## config.mk

```make
export PLATFORM = sky130hd
export DESIGN_NAME = brt_mul
export DESIGN_NICKNAME = d
export VERILOG_FILES = /design/src/hw/rtl/brt_pkg.sv /design/src/hw/rtl/brt_mul.sv
export SDC_FILE = /design/constraint.sdc
export NUM_CORES = 2
export LEC_CHECK = 0
export ABC_AREA = 1
export BUFFER_PORTS_ARGS = -buffer_cell sky130_fd_sc_hd__buf_2
export CORE_ASPECT_RATIO = 0.7
export CORE_MARGIN = 4
export CORE_UTILIZATION = 55
export DETAILED_ROUTE_END_ITERATION = 16
export GPL_ROUTABILITY_DRIVEN = 0
export PLACE_DENSITY = 0.82
export SETUP_SLACK_MARGIN = 0.1
export SYNTH_ARGS = -nofsm -noshare
export SYNTH_HDL_FRONTEND = slang
export SYNTH_SLANG_ARGS = --single-unit
```

## constraint.sdc

```tcl
create_clock -name clk_i -period 22.6 [get_ports clk_i]
set_input_delay 3.39 -clock clk_i [delete_from_list [all_inputs] [get_ports clk_i]]
set_output_delay 3.39 -clock clk_i [all_outputs]
set_load 0.02 [all_outputs]
```

## src/hw/rtl/brt_pkg.sv

```systemverilog
// Package for the band reversion trader: widths, codes and word types.
`default_nettype none
package brt_pkg;

  localparam int unsigned WINDOW   = 20;
  localparam int unsigned PRICE_W  = 24;
  localparam int unsigned FRAC_W   = 16;
  localparam int unsigned K_W      = 16;
  localparam int unsigned K_FRAC   = 8;
  localparam int unsigned BAR_W    = 32;
  localparam int unsigned PROFIT_W = PRICE_W + 1;
  localparam int unsigned CNT_W    = $clog2(WINDOW + 1);
  localparam int unsigned SLOT_W   = $clog2(WINDOW);
  localparam int unsigned SUM_W    = PRICE_W + CNT_W;
  localparam int unsigned SQ_W     = 2 * PRICE_W + CNT_W;
  localparam int unsigned WQ_W     = SQ_W + CNT_W;
  localparam int unsigned MUL_W    = SUM_W;
  localparam int unsigned PROD_W   = 2 * MUL_W;
  localparam int unsigned CMP_W    = K_W + WQ_W;
  localparam int unsigned OFS_W    = PRICE_W + FRAC_W;
  localparam int unsigned CFG_IDX_W = 2;
  localparam int unsigned CFG_W     = 16;

  localparam logic [PRICE_W-1:0] PRICE_MAX = {PRICE_W{1'b1}};

  typedef enum logic [CFG_IDX_W-1:0] {
    CFG_BAND_K    = 2'd0,
    CFG_STOP_FRAC = 2'd1,
    CFG_TAKE_FRAC = 2'd2,
    CFG_USE_STOPS = 2'd3
  } cfg_idx_e;

  typedef enum logic [2:0] {
    EV_NONE  = 3'd0,
    EV_LONG  = 3'd1,
    EV_SHORT = 3'd2,
    EV_STOP  = 3'd3,
    EV_TAKE  = 3'd4,
    EV_END   = 3'd5
  } event_e;

  typedef enum logic [1:0] {
    POS_FLAT  = 2'd0,
    POS_LONG  = 2'd1,
    POS_SHORT = 2'd2
  } pos_e;

  typedef struct packed {
    logic [PRICE_W-1:0] price;
    logic               mode;
  } in_t;

  typedef struct packed {
    logic [2:0]          event_res;
    logic [PRICE_W-1:0]  trade_price;
    logic [PRICE_W-1:0]  entry_level;
    logic [PROFIT_W-1:0] profit;
    logic [1:0]          position_after;
    logic [BAR_W-1:0]    entry_bar;
    logic [BAR_W-1:0]    exit_bar;
  } out_t;

endpackage
`default_nettype wire

```

## src/hw/rtl/brt_mul.sv

```systemverilog
// Shared unsigned multiplier with registered product.
`default_nettype none
module brt_mul (
  input  wire logic                       clk_i,
  input  wire logic                       en_i,
  input  wire logic [brt_pkg::MUL_W-1:0]  a_i,
  input  wire logic [brt_pkg::MUL_W-1:0]  b_i,
  output logic      [brt_pkg::PROD_W-1:0] prod_o
);
  import brt_pkg::*;

  logic [PROD_W-1:0] prod_q;

  always_ff @(posedge clk_i) begin
    if (en_i) begin
      prod_q <= PROD_W'(a_i) * PROD_W'(b_i);
    end
  end

  assign prod_o = prod_q;

endmodule
`default_nettype wire

```

==> impl_metrics.ini <==
[global_route]
antenna_found_initial = 2
grt_pass1_wl_um = 138000
overflow = 0
grt_max_degree = 59
grt_pass1_vias = 27000
grt_usage_pct = 27.4

[drt]
first_pass_iters = 9
drtIter0Drc = 2474
num_vias = 25800
viasPerCell = 5.15
drcViolationCount = 0
ant_nets = 0
wire_per_inst_um = 16.6
drt-total-wl_um = 83400

[logic_synthesis]
synth_top_cell_area_share_pct = 45.0
synth_area_leaders = fa_1 45%, inv_1 17%, nand2_1 15%
yosys.area.top_type = fa_1
yosysMostFrequentCell = inv_1
syn-num-nets = 5339
ys_top_cells_by_count = 1492 x inv_1, 1322 x nand2_1, 724 x fa_1
yosysSeqAreaShare_pct = 5.41
synth_ff_type = edfxtp_1
syn_area_mm2 = 0.0322
synth_edf_count = 58
ys_types = 33
ys_warn_count = 0
synth-seq-cells = 58
synthCells = 4309
async_reset_ff_share_pct = 0
syn_avg_cell_area_um2 = 7.47

[sta]
report.final.hold_viol_count = 0
rsz0062_at_grt = false
slew_violations = 0
fin_crit_sh_pct = 44.0
fmax_ghz = 0.101
min_period_ns = 9.93
setup_viol = 0
worst_pin_slew_ns = 0.867
timing.setup.tns_ns = 0
slew_headroom_pct = 42.2

[clocking]
ctsHoldBuffers = 0
cts_setup_buffers = 0
cts_tree = yes
cts-root-buf = clkbuf_16
clk_pin_slew_ns = 0.05
numClockSinks = 58
cts_made_buffers = 9
htree_levels = 3
cts_max_path_buffers = 2
cts.repair.resized = 0

[hold_path]
hold_depth = 3
hp-class = in -> reg
holdCritStartpoint = b_i[0]
whs_endpoint = prod_o[0]

[floorplanning]
ios = 118
die_y_um = 210
dieWidth_um = 297
floorplan.die_area_mm2 = 0.0625
rows = 73
initial_utilization_pct = 56.1
core_mm2 = 0.0574

[run_status]
run_status = finished clean

[critical_path]
worstSetupPathType = in -> reg
crit_top_cell = inv_1
endpoint_kind = register
slowest_delay_ns = 0.58
required_ns = 22.68
crit_path_top_delay_cell = buf_2
worstSetupStartpointType = input pin
cp_max_fo = 29
critPathArrivalTime_ns = 10.02

[placed_design]
hpwl_um = 68100
numPortBuffers = 117

[finish]
area_growth_pct = 3.84
largest_reg_flops = 58
post_route_cells_drive_above_1_share_pct = 4.47
nNetsFinal = 5297

[run]
drv_cap = 0
[worst max-delay path: cells and delay by family]
kind / cells / cell delay (ns)
simple gates: 10 / 1.11
buf+inv: 11 / 1.23
fa+ha+maj: 9 / 4.29
[stage by stage]
stage          setup WS [ns]  util [%]  hold WS, ns  std cells  instance area [um2]
2_1_floorplan          13.03         -         3.50       4309                32200
3_3_place_gp           12.55      57.7         3.83       5006                33100
3_5_place_dp           12.43      57.7         3.84       5006                33100
4_1_cts                12.70      58.3         3.68       5021                33400
5_1_grt                12.36      58.3         3.72       5022                33400
6_report               12.67      58.3         3.68       5022                33400
[final cells by class]
cell class / count / area (um2)
Antenna cell: 1 / 2.50
Clock buffer: 9 / 225
Clock inverter: 6 / 106
Fill cell: 4984 / 23900
Inverter: 1501 / 5630
Multi-Input combinational cell: 2576 / 24200
Sequential cell: 58 / 1740
Tap cell: 750 / 938
Timing Repair Buffer: 121 / 616
[metal layers]
metal / vias to the layer above / track usage [%] / routed length, um
met4: 2 / 8.05 / 2590
li1: 11700 / - / -
met1: 12500 / 37.7 / 32800
met3: 221 / 5.32 / 9500
met5: - / 0 / 12
met2: 1482 / 44.8 / 38500
[cells in the final DEF, fill, tap and decap left out, types with 2 or more instances in the layout]
cell type and instances:
inv_1 1492, nand2_1 1322, fa_1 724, ha_1 246
buf_2 117, nor2_1 75, edfxtp_1 58, nand3_1 52
a21oi_1 30, xor2_1 28, nor2_2 21, nand4_1 14
nor3_1 10, inv_2 9, clkbuf_16 9, nand2_2 8
nand3_2 8, nor2_4 7, xnor2_1 7, and2_1 7
buf_4 4, and3_1 3, bufinv_16 3, o21ai_0 2
o21bai_1 2
[worst max-delay path by stage]
stage / from / to / slack (ns) / cells past startpoint
after floorplan: b_i[11] / prod_o[42] / 13.03 / 27
after global placement: a_i[12] / prod_o[47] / 12.55 / 25
after detailed placement: a_i[9] / prod_o[39] / 12.43 / 27
after CTS: a_i[9] / prod_o[39] / 12.70 / 27
after global routing: a_i[15] / prod_o[52] / 12.36 / 24
final: a_i[9] / prod_o[49] / 12.67 / 30
[kinds of logic after synthesis]
logic type               Yosys count  synth area share (%)
AO/OA/AOI/OAI                     39                 0.657
AND/OR/NAND/NOR                 1532                  18.9
flip-flops                        58                  5.41
buffers and inverters           1675                  19.5
adder cells (fa/ha/maj)          970                  54.6
XOR/XNOR                          35                 0.952
Power is not shown: default switching activity piles up to over one toggle a cycle in this logic, so the estimate is an artifact.
