### config.mk
export PLATFORM = sky130hd
export DESIGN_NAME = brt_window
export DESIGN_NICKNAME = d
export VERILOG_FILES = /design/src/hw/rtl/brt_pkg.sv /design/src/hw/rtl/brt_window.sv
export SDC_FILE = /design/constraint.sdc
export NUM_CORES = 1
export LEC_CHECK = 0
export BUFFER_PORTS_ARGS = -buffer_cell sky130_fd_sc_hd__buf_2
export CAP_MARGIN = 20
export CORE_ASPECT_RATIO = 1.1
export CORE_MARGIN = 2
export CORE_UTILIZATION = 41
export DETAILED_ROUTE_END_ITERATION = 6
export MAX_ROUTING_LAYER = met4
export PLACE_DENSITY = 0.6
export SYNTH_ARGS = -nofsm -noshare
export SYNTH_HDL_FRONTEND = slang
export SYNTH_SLANG_ARGS = --single-unit
export TNS_END_PERCENT = 10
### constraint.sdc
create_clock -name clk_i -period 4.9 [get_ports clk_i]
set_input_delay 0.49 -clock clk_i [delete_from_list [all_inputs] [get_ports clk_i]]
set_output_delay 0.49 -clock clk_i [all_outputs]
set_load 0.02 [all_outputs]
### src/hw/rtl/brt_pkg.sv
// Package for the band reversion trader: widths, codes and word types.
`default_nettype none
package brt_pkg;

  localparam int unsigned WINDOW   = 20;
  localparam int unsigned PRICE_W  = 24;
  localparam int unsigned FRAC_W   = 16;
  localparam int unsigned K_W      = 16;
  localparam int unsigned K_FRAC   = 8;
  localparam int unsigned BAR_W    = 32;
  localparam int unsigned PROFIT_W = PRICE_W + 1;
  localparam int unsigned CNT_W    = $clog2(WINDOW + 1);
  localparam int unsigned SLOT_W   = $clog2(WINDOW);
  localparam int unsigned SUM_W    = PRICE_W + CNT_W;
  localparam int unsigned SQ_W     = 2 * PRICE_W + CNT_W;
  localparam int unsigned WQ_W     = SQ_W + CNT_W;
  localparam int unsigned MUL_W    = SUM_W;
  localparam int unsigned PROD_W   = 2 * MUL_W;
  localparam int unsigned CMP_W    = K_W + WQ_W;
  localparam int unsigned OFS_W    = PRICE_W + FRAC_W;
  localparam int unsigned CFG_IDX_W = 2;
  localparam int unsigned CFG_W     = 16;

  localparam logic [PRICE_W-1:0] PRICE_MAX = {PRICE_W{1'b1}};

  typedef enum logic [CFG_IDX_W-1:0] {
    CFG_BAND_K    = 2'd0,
    CFG_STOP_FRAC = 2'd1,
    CFG_TAKE_FRAC = 2'd2,
    CFG_USE_STOPS = 2'd3
  } cfg_idx_e;

  typedef enum logic [2:0] {
    EV_NONE  = 3'd0,
    EV_LONG  = 3'd1,
    EV_SHORT = 3'd2,
    EV_STOP  = 3'd3,
    EV_TAKE  = 3'd4,
    EV_END   = 3'd5
  } event_e;

  typedef enum logic [1:0] {
    POS_FLAT  = 2'd0,
    POS_LONG  = 2'd1,
    POS_SHORT = 2'd2
  } pos_e;

  typedef struct packed {
    logic [PRICE_W-1:0] price;
    logic               mode;
  } in_t;

  typedef struct packed {
    logic [2:0]          event_res;
    logic [PRICE_W-1:0]  trade_price;
    logic [PRICE_W-1:0]  entry_level;
    logic [PROFIT_W-1:0] profit;
    logic [1:0]          position_after;
    logic [BAR_W-1:0]    entry_bar;
    logic [BAR_W-1:0]    exit_bar;
  } out_t;

endpackage
`default_nettype wire

### src/hw/rtl/brt_window.sv
// Ring store of the last WINDOW prices, registered read.
`default_nettype none
module brt_window (
  input  wire logic                        clk_i,
  input  wire logic                        wr_en_i,
  input  wire logic                        rd_en_i,
  input  wire logic [brt_pkg::SLOT_W-1:0]  addr_i,
  input  wire logic [brt_pkg::PRICE_W-1:0] wdata_i,
  output logic      [brt_pkg::PRICE_W-1:0] rdata_o
);
  import brt_pkg::*;

  logic [PRICE_W-1:0] mem_q [WINDOW];
  logic [PRICE_W-1:0] rdata_q;

  always_ff @(posedge clk_i) begin
    if (wr_en_i) begin
      mem_q[addr_i] <= wdata_i;
    end
    if (rd_en_i) begin
      rdata_q <= mem_q[addr_i];
    end
  end

  assign rdata_o = rdata_q;

endmodule
`default_nettype wire

==> key figures <==
Detailed routing
  – Wire per inst: 25.0 um
  – Final wirelength: 42.7 mm
  – Via/cell ratio: roughly 5.5
  – Drt first pass iters: 5
  – Routed Antenna Nets: 0
  – DRC errors left: 0
  – DR iter-0 viols: ~960
  – Via count: 9454

Timing
  – Max Slew Vio Count: 0
  – Final period utilization: 0.544
  – RSZ-0062 raised after global routing: false
  – Final setup TNS: 0 ns
  – Max transition margin: 0.217
  – Worst Skew: 0.0172 ns
  – Setup-failing EPs final: 0
  – Final Hold Viols: 0
  – F_max: 0.375 GHz
  – Worst slew pin tran: 1.17 ns
  – Final Worst Setup Slack: 2.24 ns
  – Fin crit period: 2.66 ns

Worst setup path
  – CP Capture Type: flop
  – Crit path required time: 5.16 ns
  – Startpoint types: input pin
  – Crit-path leading delay family: buffers and inverters
  – CP Class: input pin to flop
  – Crit path max fanout: 50
  – Critical path cell sequence: buf_2 -> or4_1 -> o22ai_1 -> a211oi_1 -> o21ai_1
  – Arr. time, crit path: about 2.9 ns
  – CP bufs+invs: 1
  – Max stage delay on crit path: between 0.8 and 0.9 ns
  – Slowest CP cell: buf_2

Global route
  – Initial antenna violation count: 0
  – Tot GR Track Use: 0.181
  – Grt ovf: 0
  – Largest net degree at the start of global routing: 120
  – Number of global-route vias before repair: 9573
  – First-pass GRT wire length: about 63 mm

Floorplanning
  – DIE HEIGHT: approximately 230 um
  – Initial Util: 0.414
  – Die width: approximately 210 um
  – DIE AREA: 48900 um^2
  – # rows: slightly above 80
  – Core ar.: roughly 47000 um^2
  – I/O pin cnt: between 50 and 60

Clock tree
  – Clock slew at the register clock pins of the worst setup and hold paths: 0.06 ns
  – CTS Sinks: 504
  – CTS H-tree depth: 2
  – Maximum clock insertion buffer count: 3
  – Cts bufs inserted: 49
  – TritonCTS clock tree: yes
  – Post-CTS Setup Bufs: 0
  – Root buf cell: clkbuf_16
  – Cts repair resizes: 0
  – Hold_buf cts: 0
  – Clk_lat worst skew: 0.56 ns

Power and ir drop
  – Total power: about 9 mW
  – Peak VDD IR: 236 uV
  – P_leak: a little over 7 nW
  – Power per standard cell area: approximately 400 nW/um^2

Logic synthesis
  – Yosys top cell area share: 0.783
  – Mapped Area: 19300 um^2
  – Syn_area_per_cell: 19.2 um^2
  – Top cells by count, synth: edfxtp_1, mux2i_1, o22ai_1, nor2_1, a211oi_1
  – Yosys cell types: 32
  – Synth warnings: 0
  – Ys flop type: edfxtp_1
  – #FFs+latches synth: 504
  – Sequential area share after synthesis: 0.783
  – Area contributors post-synth: edfxtp_1, mux2i_1, mux4_2, o22ai_1, a211oi_1
  – Top-count cell post-synth: edfxtp_1
  – Post-synth net total: 1037
  – Post-synth top area cell: edfxtp_1
  – Mapped Cells: 1005
  – Number of synthesized flops with an enable pin: 504
  – Synth async-reset ratio: 0

Final layout
  – Register Area: 15100 um^2
  – Multi-input gate area: 3890 um^2
  – Fillers: 3838
  – Syn-to-layout area delta: 12.4%
  – Final core utilization: 0.466
  – Share of cells above drive strength 1: 0.179
  – Nets: 1108
  – Cell Count, Final, Fillers Out: 1708
  – Antenna fix cells: 0

Run
  – Max cap viols: 0

Placement
  – IO buf count: 55
  – Routability congestion estimate: about 0.8
  – DP HPWL: about 24 mm
  – Dpl cells: 1620
  – Post-Place Setup Slack: 1.68 ns

Min path
  – Hold Crit Class: input pin to flop

Outcome
  – Status: finished, final reports clean
[per-layer routing]
metal  up-vias  wire length, um  track usage
met5         -                0            -
met2       222            21800        0.307
met3        84             1580       0.0205
li1       4238                -            -
met4         0             1220       0.0583
met1      4910            18100        0.228
[power by group]
group	switching (mW)	total (mW)	internal [mW]	leakage, nW
combinational	0.285	0.420	0.134	1.94
sequential	0.0182	4.84	4.82	4.56
clock	1.53	3.49	1.96	0.722
total	1.84	8.75	6.91	7.23
[metrics by stage]
stage          hold WS, ns  area [um^2]
4_1_cts              0.322        21700
2_1_floorplan        0.589        19300
6_report             0.346        21700
3_5_place_dp         0.642        20200
3_3_place_gp         0.635        20200
5_1_grt              0.344        21700
[layout make-up]
type                    count  share of cell area
clock buffers              66              0.0614
clock inverters            22             0.00645
multi-input cells         443               0.179
flip-flops and latches    504               0.697
well taps                 595              0.0343
repair buffers             78              0.0217
[worst register-to-register path: stages, from the launching register on]
cell and delay (ns):
edfxtp_1 0.37, mux4_2 0.47, a211oi_1 0.47, o21ai_1 0.17
[logic make-up (layout without fill, tap and decap cells)]
kind of cell | Yosys count | count (layout) | synth area share
flip-flops | 504 | 504 | 0.783
AO/OA/AOI/OAI | 140 | 140 | 0.0475
AND/OR/NAND/NOR | 93 | 93 | 0.0247
buffers and inverters | 58 | 166 | 0.0196
multiplexers | 210 | 210 | 0.125
[placed cells by master, fill, tap and decap left out, types with 3 or more instances in the layout]
cell / n
or3b_1: 3
o32ai_1: 6
clkbuf_16: 51
or2_2: 3
buf_2: 54
edfxtp_1: 504
o41ai_1: 3
nor2_1: 17
nand2b_1: 3
a21oi_1: 7
nor3_2: 4
clkinv_2: 11
nand3_1: 8
a211oi_1: 30
o22ai_1: 73
buf_4: 22
mux2_2: 6
o21ai_1: 14
clkinv_1: 6
nand3b_1: 5
a22oi_1: 7
nor2b_1: 8
mux2i_1: 180
mux4_2: 24
clkbuf_1: 15
nor2_4: 6
nand2_1: 18
nor2_2: 10
[sequential cells by signal (all words and copies together), names as in the netlist]
register and count:
rdata_o 24, mem_q 480
[final timing paths]
| check | start | end | slack (ns) | cells past startpoint |
|---|---|---|---|---|
| setup / recovery | addr_i[4] | rdata_o[18] | 2.24 | 5 |
| hold reg to reg | mem_q[4][14] | rdata_o[14] | 0.65 | 4 |
| setup reg to reg | mem_q[18][18] | rdata_o[18] | 3.11 | 3 |
| hold / removal | wdata_i[8] | mem_q[6][8] | 0.35 | 1 |
Power figures use the tool's default switching activity.
